`config.mk`:
```
export PLATFORM = sky130hd
export DESIGN_NAME = opaque_bounding_box
export DESIGN_NICKNAME = d
export VERILOG_FILES = /design/src/design/obb_pkg.sv /design/src/design/obb_cfg.sv /design/src/design/obb_track.sv /design/src/design/obb_area.sv /design/src/design/opaque_bounding_box.sv
export SDC_FILE = /design/constraint.sdc
export NUM_CORES = 2
export LEC_CHECK = 0
export BUFFER_PORTS_ARGS = -buffer_cell sky130_fd_sc_hd__buf_2
export CAP_MARGIN = 20
export CORE_ASPECT_RATIO = 1.5
export CORE_MARGIN = 1.5
export CORE_UTILIZATION = 32
export DETAILED_ROUTE_END_ITERATION = 10
export HOLD_SLACK_MARGIN = 0.08
export PLACE_DENSITY = 0.57
export SETUP_SLACK_MARGIN = 0.05
export SKIP_CTS_REPAIR_TIMING = 1
export SLEW_MARGIN = 20
export SYNTH_ARGS = -nofsm -noshare
export SYNTH_HDL_FRONTEND = slang
export SYNTH_SLANG_ARGS = --single-unit
```
`constraint.sdc`:
```
create_clock -name clk -period 9 [get_ports clk]
set_input_delay 0.45 -clock clk [delete_from_list [all_inputs] [get_ports clk]]
set_output_delay 0.45 -clock clk [all_outputs]
set_load 0.005 [all_outputs]
```
`src/design/obb_pkg.sv`:
```
// obb_pkg: shared constants for the opaque bounding box block
// config register indexes, config word width and result field widths
// no dependencies
`timescale 1ns / 1ps
`default_nettype none
package obb_pkg;

	localparam int CFG_W    = 13;
	localparam int CFG_IDX_W = 1;
	localparam int ALPHA_W  = 8;
	localparam int LEFT_W   = 12;
	localparam int SIZE_W   = 13;
	localparam int SAVED_W  = 28;

	localparam logic [CFG_IDX_W-1:0] REG_FRAME_WIDTH  = 1'b0;
	localparam logic [CFG_IDX_W-1:0] REG_FRAME_HEIGHT = 1'b1;

	localparam logic [CFG_W-1:0] RESET_DIM = 13'd64;

endpackage
`default_nettype wire

```
`src/design/obb_cfg.sv`:
```
// obb_cfg: frame size registers and their clamped effective values
// depends on obb_pkg
`timescale 1ns / 1ps
`default_nettype none
module obb_cfg
	import obb_pkg::*;
#(
	parameter int MAX_DIM = 4096,
	parameter int DW = $clog2(MAX_DIM + 1)
) (
	input  wire logic                 clk,
	input  wire logic                 arst_n,
	input  wire logic                 cfg_valid,
	input  wire logic [CFG_IDX_W-1:0] cfg_index,
	input  wire logic [CFG_W-1:0]     cfg_data,
	output logic      [DW-1:0]        eff_w,
	output logic      [DW-1:0]        eff_h
);

	logic [CFG_W-1:0] frame_width_q;
	logic [CFG_W-1:0] frame_height_q;

	// zero acts as one, oversize clamps to the maximum
	function automatic logic [DW-1:0] eff_dim(input logic [CFG_W-1:0] v);
		logic [31:0] x;
		x = 32'(v);
		if (x == 32'd0) begin
			x = 32'd1;
		end else if (x > 32'(MAX_DIM)) begin
			x = 32'(MAX_DIM);
		end
		return DW'(x);
	endfunction

	always_ff @(posedge clk or negedge arst_n) begin
		if (!arst_n) begin
			frame_width_q  <= RESET_DIM;
			frame_height_q <= RESET_DIM;
		end else if (cfg_valid) begin
			case (cfg_index)
				REG_FRAME_WIDTH:  frame_width_q  <= cfg_data;
				REG_FRAME_HEIGHT: frame_height_q <= cfg_data;
				default: ;
			endcase
		end
	end

	assign eff_w = eff_dim(frame_width_q);
	assign eff_h = eff_dim(frame_height_q);

endmodule
`default_nettype wire

```
`src/design/obb_track.sv`:
```
// obb_track: raster counters and opaque extents, registers the box at frame end
// depends on obb_pkg
`timescale 1ns / 1ps
`default_nettype none
module obb_track
	import obb_pkg::*;
#(
	parameter int MAX_DIM = 4096,
	parameter int DW = $clog2(MAX_DIM + 1),
	parameter int CW = $clog2(MAX_DIM)
) (
	input  wire logic               clk,
	input  wire logic               arst_n,
	input  wire logic               pix_fire,
	input  wire logic [ALPHA_W-1:0] alpha,
	input  wire logic [DW-1:0]      eff_w,
	input  wire logic [DW-1:0]      eff_h,
	input  wire logic               s1_en,
	output logic                    v_s1,
	output logic      [CW-1:0]      left_s1,
	output logic      [CW-1:0]      top_s1,
	output logic      [DW-1:0]      bw_s1,
	output logic      [DW-1:0]      bh_s1,
	output logic      [DW-1:0]      w_s1,
	output logic      [DW-1:0]      h_s1,
	output logic                    found_s1
);

	logic [CW-1:0] col_q, row_q;
	logic [DW-1:0] least_col_q, col_end_q;
	logic [CW-1:0] least_row_q, great_row_q;
	logic          seen_q;

	logic          opaque, row_end, frame_end, seen_n;
	logic [DW-1:0] col_inc, row_inc, lc_n, ce_n;
	logic [CW-1:0] lr_n, gr_n;

	always_comb begin
		opaque    = alpha != '0;
		col_inc   = DW'(col_q) + DW'(1);
		row_inc   = DW'(row_q) + DW'(1);
		row_end   = !(col_inc < eff_w);
		frame_end = row_end && !(row_inc < eff_h);
		seen_n    = seen_q || opaque;
		lr_n      = (opaque && !seen_q) ? row_q : least_row_q;
		gr_n      = great_row_q;
		if (opaque && (!seen_q || row_q > great_row_q)) begin
			gr_n = row_q;
		end
		lc_n = (opaque && DW'(col_q) < least_col_q) ? DW'(col_q) : least_col_q;
		ce_n = (opaque && col_inc > col_end_q) ? col_inc : col_end_q;
	end

	always_ff @(posedge clk or negedge arst_n) begin
		if (!arst_n) begin
			col_q       <= '0;
			row_q       <= '0;
			least_col_q <= '1;
			col_end_q   <= '0;
			least_row_q <= '0;
			great_row_q <= '0;
			seen_q      <= 1'b0;
		end else if (pix_fire) begin
			col_q <= row_end ? '0 : col_inc[CW-1:0];
			if (row_end) begin
				row_q <= frame_end ? '0 : row_inc[CW-1:0];
			end
			if (frame_end) begin
				least_col_q <= '1;
				col_end_q   <= '0;
				least_row_q <= '0;
				great_row_q <= '0;
				seen_q      <= 1'b0;
			end else begin
				least_col_q <= lc_n;
				col_end_q   <= ce_n;
				least_row_q <= lr_n;
				great_row_q <= gr_n;
				seen_q      <= seen_n;
			end
		end
	end

	always_ff @(posedge clk or negedge arst_n) begin
		if (!arst_n) begin
			v_s1 <= 1'b0;
		end else if (s1_en) begin
			v_s1 <= pix_fire && frame_end;
		end
	end

	always_ff @(posedge clk) begin
		if (pix_fire && frame_end) begin
			found_s1 <= seen_n;
			w_s1     <= eff_w;
			h_s1     <= eff_h;
			if (seen_n) begin
				left_s1 <= lc_n[CW-1:0];
				top_s1  <= lr_n;
				bw_s1   <= ce_n - lc_n;
				bh_s1   <= DW'(gr_n) + DW'(1) - DW'(lr_n);
			end else begin
				left_s1 <= '0;
				top_s1  <= '0;
				bw_s1   <= eff_w;
				bh_s1   <= eff_h;
			end
		end
	end

endmodule
`default_nettype wire

```
`src/design/obb_area.sv`:
```
// obb_area: trim savings products, final sum and the result register
// depends on obb_pkg
`timescale 1ns / 1ps
`default_nettype none
module obb_area
	import obb_pkg::*;
#(
	parameter int MAX_DIM = 4096,
	parameter int DW = $clog2(MAX_DIM + 1),
	parameter int CW = $clog2(MAX_DIM)
) (
	input  wire logic              clk,
	input  wire logic              arst_n,
	input  wire logic              v_s1,
	input  wire logic [CW-1:0]     left_s1,
	input  wire logic [CW-1:0]     top_s1,
	input  wire logic [DW-1:0]     bw_s1,
	input  wire logic [DW-1:0]     bh_s1,
	input  wire logic [DW-1:0]     w_s1,
	input  wire logic [DW-1:0]     h_s1,
	input  wire logic              found_s1,
	input  wire logic              out_ready,
	output logic                   s1_en,
	output logic                   out_valid,
	output logic      [LEFT_W-1:0] box_left,
	output logic      [LEFT_W-1:0] box_top,
	output logic      [SIZE_W-1:0] box_width,
	output logic      [SIZE_W-1:0] box_height,
	output logic      [SAVED_W-1:0] saved_bytes,
	output logic                   found_opaque
);

	localparam int PD = 2 * DW;
	localparam int PW = PD + 3;

	logic          v_s2, out_en, s2_en;
	logic [CW-1:0] left_s2, top_s2;
	logic [DW-1:0] bw_s2, bh_s2;
	logic          found_s2;
	logic [PD-1:0] pw_s2, ph_s2;
	logic [PD-1:0] prod_w, prod_h;
	logic [PW-1:0] saved_sum;

	assign out_en = !out_valid || out_ready;
	assign s2_en  = !v_s2 || out_en;
	assign s1_en  = !v_s1 || s2_en;

	always_comb begin
		prod_w = '0;
		prod_h = '0;
		if (bw_s1 < w_s1) begin
			prod_w = PD'(w_s1 - bw_s1) * PD'(bh_s1);
		end
		if (bh_s1 < h_s1) begin
			prod_h = PD'(h_s1 - bh_s1) * PD'(w_s1);
		end
		saved_sum = (PW'(pw_s2) + PW'(ph_s2)) << 2;
	end

	always_ff @(posedge clk or negedge arst_n) begin
		if (!arst_n) begin
			v_s2      <= 1'b0;
			out_valid <= 1'b0;
		end else begin
			if (s2_en) begin
				v_s2 <= v_s1;
			end
			if (out_en) begin
				out_valid <= v_s2;
			end
		end
	end

	always_ff @(posedge clk) begin
		if (s2_en && v_s1) begin
			left_s2  <= left_s1;
			top_s2   <= top_s1;
			bw_s2    <= bw_s1;
			bh_s2    <= bh_s1;
			found_s2 <= found_s1;
			pw_s2    <= prod_w;
			ph_s2    <= prod_h;
		end
		if (out_en && v_s2) begin
			box_left     <= LEFT_W'(left_s2);
			box_top      <= LEFT_W'(top_s2);
			box_width    <= SIZE_W'(bw_s2);
			box_height   <= SIZE_W'(bh_s2);
			saved_bytes  <= SAVED_W'(saved_sum);
			found_opaque <= found_s2;
		end
	end

endmodule
`default_nettype wire

```
`src/design/opaque_bounding_box.sv`:
```
// opaque_bounding_box: top level, trim rectangle of the opaque pixels of a frame
// depends on obb_pkg, obb_cfg, obb_track, obb_area
//
// Takes one alpha word per clock in raster order and, after each frame's last
// pixel, returns one word with the trim rectangle, the found flag and the bytes
// that trimming saves at four bytes per pixel. A pixel is accepted every cycle
// while the result pipeline can move; once the frame's last pixel is accepted,
// the result passes the box, product (two savings multipliers) and result
// registers. Frame size registers take effect on the next pixel; the user must
// write them only with the block idle, which the block itself does not enforce.
`timescale 1ns / 1ps
`default_nettype none
module opaque_bounding_box
	import obb_pkg::*;
#(
	parameter int MAX_DIM = 4096
) (
	input  wire logic                 clk,
	input  wire logic                 arst_n,
	input  wire logic                 cfg_valid,
	output logic                      cfg_ready,
	input  wire logic [CFG_IDX_W-1:0] cfg_index,
	input  wire logic [CFG_W-1:0]     cfg_data,
	input  wire logic                 in_valid,
	output logic                      in_ready,
	input  wire logic [ALPHA_W-1:0]   alpha,
	output logic                      out_valid,
	input  wire logic                 out_ready,
	output logic      [LEFT_W-1:0]    box_left,
	output logic      [LEFT_W-1:0]    box_top,
	output logic      [SIZE_W-1:0]    box_width,
	output logic      [SIZE_W-1:0]    box_height,
	output logic      [SAVED_W-1:0]   saved_bytes,
	output logic                      found_opaque
);

	localparam int DW = $clog2(MAX_DIM + 1);
	localparam int CW = $clog2(MAX_DIM);

	logic [DW-1:0] eff_w, eff_h;
	logic          s1_en, v_s1, found_s1;
	logic [CW-1:0] left_s1, top_s1;
	logic [DW-1:0] bw_s1, bh_s1, w_s1, h_s1;

	assign cfg_ready = 1'b1;
	assign in_ready  = s1_en;

	obb_cfg #(.MAX_DIM(MAX_DIM), .DW(DW)) u_cfg (
		.clk       (clk),
		.arst_n    (arst_n),
		.cfg_valid (cfg_valid),
		.cfg_index (cfg_index),
		.cfg_data  (cfg_data),
		.eff_w     (eff_w),
		.eff_h     (eff_h)
	);

	obb_track #(.MAX_DIM(MAX_DIM), .DW(DW), .CW(CW)) u_track (
		.clk      (clk),
		.arst_n   (arst_n),
		.pix_fire (in_valid && in_ready),
		.alpha    (alpha),
		.eff_w    (eff_w),
		.eff_h    (eff_h),
		.s1_en    (s1_en),
		.v_s1     (v_s1),
		.left_s1  (left_s1),
		.top_s1   (top_s1),
		.bw_s1    (bw_s1),
		.bh_s1    (bh_s1),
		.w_s1     (w_s1),
		.h_s1     (h_s1),
		.found_s1 (found_s1)
	);

	obb_area #(.MAX_DIM(MAX_DIM), .DW(DW), .CW(CW)) u_area (
		.clk          (clk),
		.arst_n       (arst_n),
		.v_s1         (v_s1),
		.left_s1      (left_s1),
		.top_s1       (top_s1),
		.bw_s1        (bw_s1),
		.bh_s1        (bh_s1),
		.w_s1         (w_s1),
		.h_s1         (h_s1),
		.found_s1     (found_s1),
		.out_ready    (out_ready),
		.s1_en        (s1_en),
		.out_valid    (out_valid),
		.box_left     (box_left),
		.box_top      (box_top),
		.box_width    (box_width),
		.box_height   (box_height),
		.saved_bytes  (saved_bytes),
		.found_opaque (found_opaque)
	);

endmodule
`default_nettype wire

```
# Word-level counts from Yosys, hierarchy flattened
# Cells that the tools add are included.
# word_totals
register_bits,361
latch_bits,0
mem_bits_rw,0
romBits,0
inputBits,27
wordCells,96
n_memories,0
# op_classes
add_sub_neg,8
n_mul,2
div,0
order_cmp,9
eq_ne,0
shifts,0
muxes,17
bitwise_logic,2
n_reduce_logical,26
# op_table
operator,n
$mux W13,10
$mux W12,6
$lt A13 B13 Y1,4
$mul A26 B13 Y26,2
$add A12 B1 Y13 const B,3
$sub A13 B13 Y14,2
$add A26 B26 Y26,1
$gt A13 B13 Y1 const B,2
$logic_not A13 Y1,2
$gt A13 B13 Y1,1
$lt A12 B13 Y1,1
$sub A13 B12 Y13,1
$sub A13 B13 Y13,1
$gt A12 B12 Y1,1
$logic_and A1 B1 Y1,9
$reduce_bool A8 Y1,1
$logic_not A1 Y1,6
$reduce_and A2 Y1,3
$logic_or A1 B1 Y1,5
$not A1 Y1,2
$mux W1,1

# Longest topological paths before layout
# depth
word_depth,7
depth_mapped,31

# Cells and area by module
# Synthesis repeated with hierarchy kept, for this count alone.
# unflattened
hier_cells,3178
area_unflattened_um2,32807.7
# modules_own_cells
module,instances,cells_each,area_per_inst_um2,seq_area_each_um2
obb_area,1,2172,21947.3,5455.2
obb_track,1,911,9599.2,4230.3
obb_cfg,1,92,1243.7,653.1
opaque_bounding_box,1,3,17.5,0.0

# Worst setup path after synthesis
# Ideal clock, no wire load.
# synth_timing
path_kind,register -> register
start,register u_track.bh_s1[0]
end,register u_area.ph_s2[23] (data pin)
setup_ns,0.266
t_arrival_ns,6.957
t_required_ns,8.734
slack_ns,1.777
path_stages_with_launch,30
period_less_slack_ns,7.223
path_cell_list,edfxtp_1 ha_1 fa_1 nand2b_1 a21oi_1 o211ai_1 nand2_1 nand3_1 a21bo_2 a211oi_1 clkbuf_1 and2_1 fa_1 inv_1 fa_1 inv_1 fa_1 fa_1 inv_1 fa_1 inv_1 ha_1 and2_1 a31o_2 a211oi_1 nor3b_1 o41ai_1 o21ai_0 xnor2_1 nor2_1
# synth_between
elab_chain_cells,2
# synth_rtl
item,line_no,source
from (decl),obb_track.sv:23,"output logic [DW-1:0] bh_s1,"
from (signal assigned),obb_track.sv:101,bh_s1 <= DW'(gr_n) + DW'(1) - DW'(lr_n);
from (signal assigned),obb_track.sv:106,bh_s1 <= eff_h;
$sub A13 B13 Y14,obb_area.sv:55,prod_h = PD'(h_s1 - bh_s1) * PD'(w_s1);
$mul A26 B13 Y26,obb_area.sv:55,
to (signal assigned),obb_area.sv:82,ph_s2 <= prod_h;
to (decl),obb_area.sv:40,"logic [PD-1:0] pw_s2, ph_s2;"
# Several ways; a longest one is shown, not always the timed one.
# A chain may end at the register's enable or synchronous reset.

# Worst setup path in the final report
# Ends and elaborated chain as after synthesis.

==> metrics.yaml <==
run_status:
  status: "complete, no violations"
clock_network:
  cts_buffers: 40
  clockBufferDepth: 3
  clkSinkCount: 361
  clkSlewWorstSetupHoldPaths_ns: 0.06
  cts_tree: "done"
  h-tree-depth: 2
  cts_root_buffer: "clkbuf_16"
  worstSkewPairLatency_ns: 0.59
sta:
  fmax_ghz: 0.122
  setup_viol: 0
  slew_violations: 0
  fin_crit_sh: 0.912
  finalSetupTns_ns: 0
  hold_violations: 0
  tightest_slew_ns: 0.912
  period_needed_ns: 8.20
  setup_ws_ns: 0.795
  maxSlewHeadroom: 0.376
  rsz0062_at_grt: "no"
  hold_ws_ns: 0.114
  fin_skew_ns: 0.0311
grt:
  track_usage: 0.163
  overflow: 0
  grt_max_degree: 67
  antenna_found_initial: 2
  grt_pass1_wl_um: 128000
  first_global_vias: 23200
drt:
  routedWlPerCell_um: 17.8
  wirelength_met1_um: 32800
  vias: 21900
  routed_wl_um: 81500
  met2WireLength_um: 43400
  drc_errors: 0
  highest_layer: "met4"
  via_per_inst: 4.79
  drtAntennaViolNets: 0
  met3WireLength_um: 2580
  drtIter0Drc: 1026
  dr.pass1.iters: 7
synth:
  yosys_register_bits: 361
  synth_seq_area_share: 0.323
  yosys_warnings: 0
  synth_area_leaders: "edfxtp_1, fa_1, ha_1"
  synth.avg_cell_area_um2: 10.1
  synth_cell_types: 76
  ys.flop_type: "edfxtp_1"
  yosysTopAreaCellShare: 0.241
  synth-edff-count: 257
  synth.largest_area_cell: "edfxtp_1"
  synth_cells: 3155
  async_flop_share: 0.288
  synth_area_um2: 32000
worst_setup_path:
  cpMostUsedCell: "fa_1"
  setup.worst_path.end_class: "flip-flop"
  critical_path_arrival_ns: 8.50
  path_class: "reg -> reg"
  crit_path_start_kind: "flip-flop"
  crit_path_max_fanout: 17
  cp_slowest_cell: "edfxtp_1"
  critPathMaxStageDelay_ns: 0.64
  r2r_setup_slack_ns: 0.80
  required_ns: 9.30
power:
  finalPower_mw: 8.34
  leakage_nw: 16.2
  p_per_area_nw_per_um2: 235
  max-vdd-ir-drop_uv: 232
floorplan:
  die_y_um: 390
  dieArea_um2: 102000
  initial_core_util: 0.324
  rows: 141
  core-area_um2: 98800
  ios: 109
  die_width_um: 261
place:
  dp_hpwl_um: 64300
  port_buffers: 105
  place_ws_ns: 0.823
  place_congestion: 0.885
layout:
  post-route-util: 0.359
  area_growth_pct: 10.9
  fill_cells: 9932
  drive_gt1_frac: 0.0962
  fin_nets: 3854
hold_path:
  holdCritPathClass: "in -> reg"
run:
  drv_cap: 0
-- logic make-up (layout without fill, tap and decap cells) --
family / count (synthesis) / in the layout / synth area share
xor gates and xnor gates: 120 / 120 / 0.0333
muxes: 88 / 88 / 0.0295
AOI/OAI and AO/OA: 421 / 421 / 0.0864
DFF: 361 / 361 / 0.323
and+or+nand+nor: 919 / 919 / 0.140
buffers and inverters: 661 / 781 / 0.0796
adders and majority gates: 583 / 583 / 0.308
other: 2 / 5 / 0.000235
-- per-layer routing --
layer | GRT usage | vias up
li1 | - | 10500
met1 | 0.187 | 10900
met2 | 0.308 | 384
met3 | 0.0167 | 129
met4 | 0.0580 | 0
met5 | 0 | -
-- cell type report --
class / count / area, um2 / area share
Clock buffer: 46 / 1040 / 0.0294
Clock inverter: 28 / 338 / 0.00952
Multi-Input combinational cell: 2134 / 19200 / 0.540
Sequential cell: 361 / 10300 / 0.291
Antenna cell: 2 / 5.00 / 0.000141
Tap cell: 1287 / 1610 / 0.0454
Timing Repair Buffer: 154 / 906 / 0.0255
Inverter: 553 / 2080 / 0.0585
-- power by group --
part	leakage (nW)	switching, mW	internal, mW
clock network	0.648	0.742	0.994
logic	11.9	2.58	1.86
registers	3.68	0.110	2.06
total	16.2	3.43	4.91
-- cell usage in the layout, fill, tap and decap left out, drive strengths merged, types with 9 or more instances in the layout --
| cell type | synthesis | routed |
|---|---|---|
| fa | 341 | 341 |
| mux2i | 38 | 38 |
| dfrtp | 89 | 89 |
| clkinv | 0 | 15 |
| a22o | 22 | 22 |
| and2 | 153 | 153 |
| dfstp | 15 | 15 |
| a211oi | 20 | 20 |
| a21oi | 104 | 104 |
| nor4 | 9 | 9 |
| o21ai | 109 | 109 |
| a21o | 40 | 40 |
| nor2b | 38 | 38 |
| clkbuf | 82 | 46 |
| o211ai | 10 | 10 |
| nor3 | 45 | 45 |
| a31oi | 10 | 10 |
| xnor2 | 67 | 67 |
| nand3 | 37 | 37 |
| inv | 553 | 554 |
| edfxtp | 257 | 257 |
| ha | 242 | 242 |
| o31ai | 19 | 19 |
| and3 | 19 | 19 |
| buf | 26 | 153 |
| a22oi | 11 | 11 |
| o21a | 21 | 21 |
| or3 | 15 | 15 |
| nand2 | 306 | 306 |
| nor2 | 183 | 183 |
| nand2b | 68 | 68 |
| mux2 | 50 | 50 |
| xor2 | 52 | 52 |
| nand4 | 16 | 16 |
-- Yosys cell counts (all sizes together), types with 6 or more instances --
cell and number:
nor2b 38, a22o 22, mux2 50, nor4 9
ha 242, nand2b 68, a21oi 104, a22oi 11
o21bai 7, nand4 16, or2 8, a21o 40
xnor2 67, buf 26, mux2i 38, clkbuf 82
a31oi 10, o211ai 10, o21a 21, or4 7
xor2 52, o21ai 109, dfrtp 89, nand3 37
fa 341, inv 553, o31ai 19, a211oi 20
edfxtp 257, or3 15, and2 153, and3 19
nor2 183, dfstp 15, nand2 306, nor3 45
o41ai 6
-- through the flow --
step                      instance area, um2  cells
after floorplan                        32000   3156
after detailed placement               34100   4487
after global placement                 34100   4487
after CTS                              35500   4561
final                                  35500   4565
after global routing                   35500   4563
-- worst paths after layout --
| check | from | end | cells past startpoint |
|---|---|---|---|
| max in group asynchronous | arst_n | u_track.col_end_q[1] | 3 |
| max | u_track.bh_s1[0] | u_area.ph_s2[23] | 28 |
| max reg2reg | u_track.bh_s1[0] | u_area.ph_s2[23] | 28 |
| min | cfg_data[9] | u_cfg.frame_width_q[9] | 2 |
| min in group asynchronous | arst_n | u_track.great_row_q[9] | 2 |
| min reg2reg | u_area.left_s2[3] | u_area.box_left[3] | 0 |
-- worst max-delay path, delay by kind of cell, from the launching register on --
kind | cells | cell delay, ns
fa+ha+maj | 8 | 3.51
compound gates | 7 | 1.97
simple gates | 6 | 1.12
flops | 1 | 0.64
buf+inv | 5 | 0.38
xor+xnor | 2 | 0.30
-- sequential cells by signal, indices dropped and copies added (netlist names), 13 cells and up --
| name | cells |
|---|---|
| u_area.ph_s2 | 26 |
| u_area.pw_s2 | 26 |
| u_area.saved_bytes | 26 |
| u_area.bh_s2 | 13 |
| u_area.box_height | 13 |
| u_area.box_width | 13 |
| u_area.bw_s2 | 13 |
| u_cfg.frame_height_q | 13 |
| u_cfg.frame_width_q | 13 |
| u_track.bh_s1 | 13 |
| u_track.bw_s1 | 13 |
| u_track.col_end_q | 13 |
| u_track.h_s1 | 13 |
| u_track.least_col_q | 13 |
| u_track.w_s1 | 13 |
No activity file was read; power rests on OpenSTA's default activity.
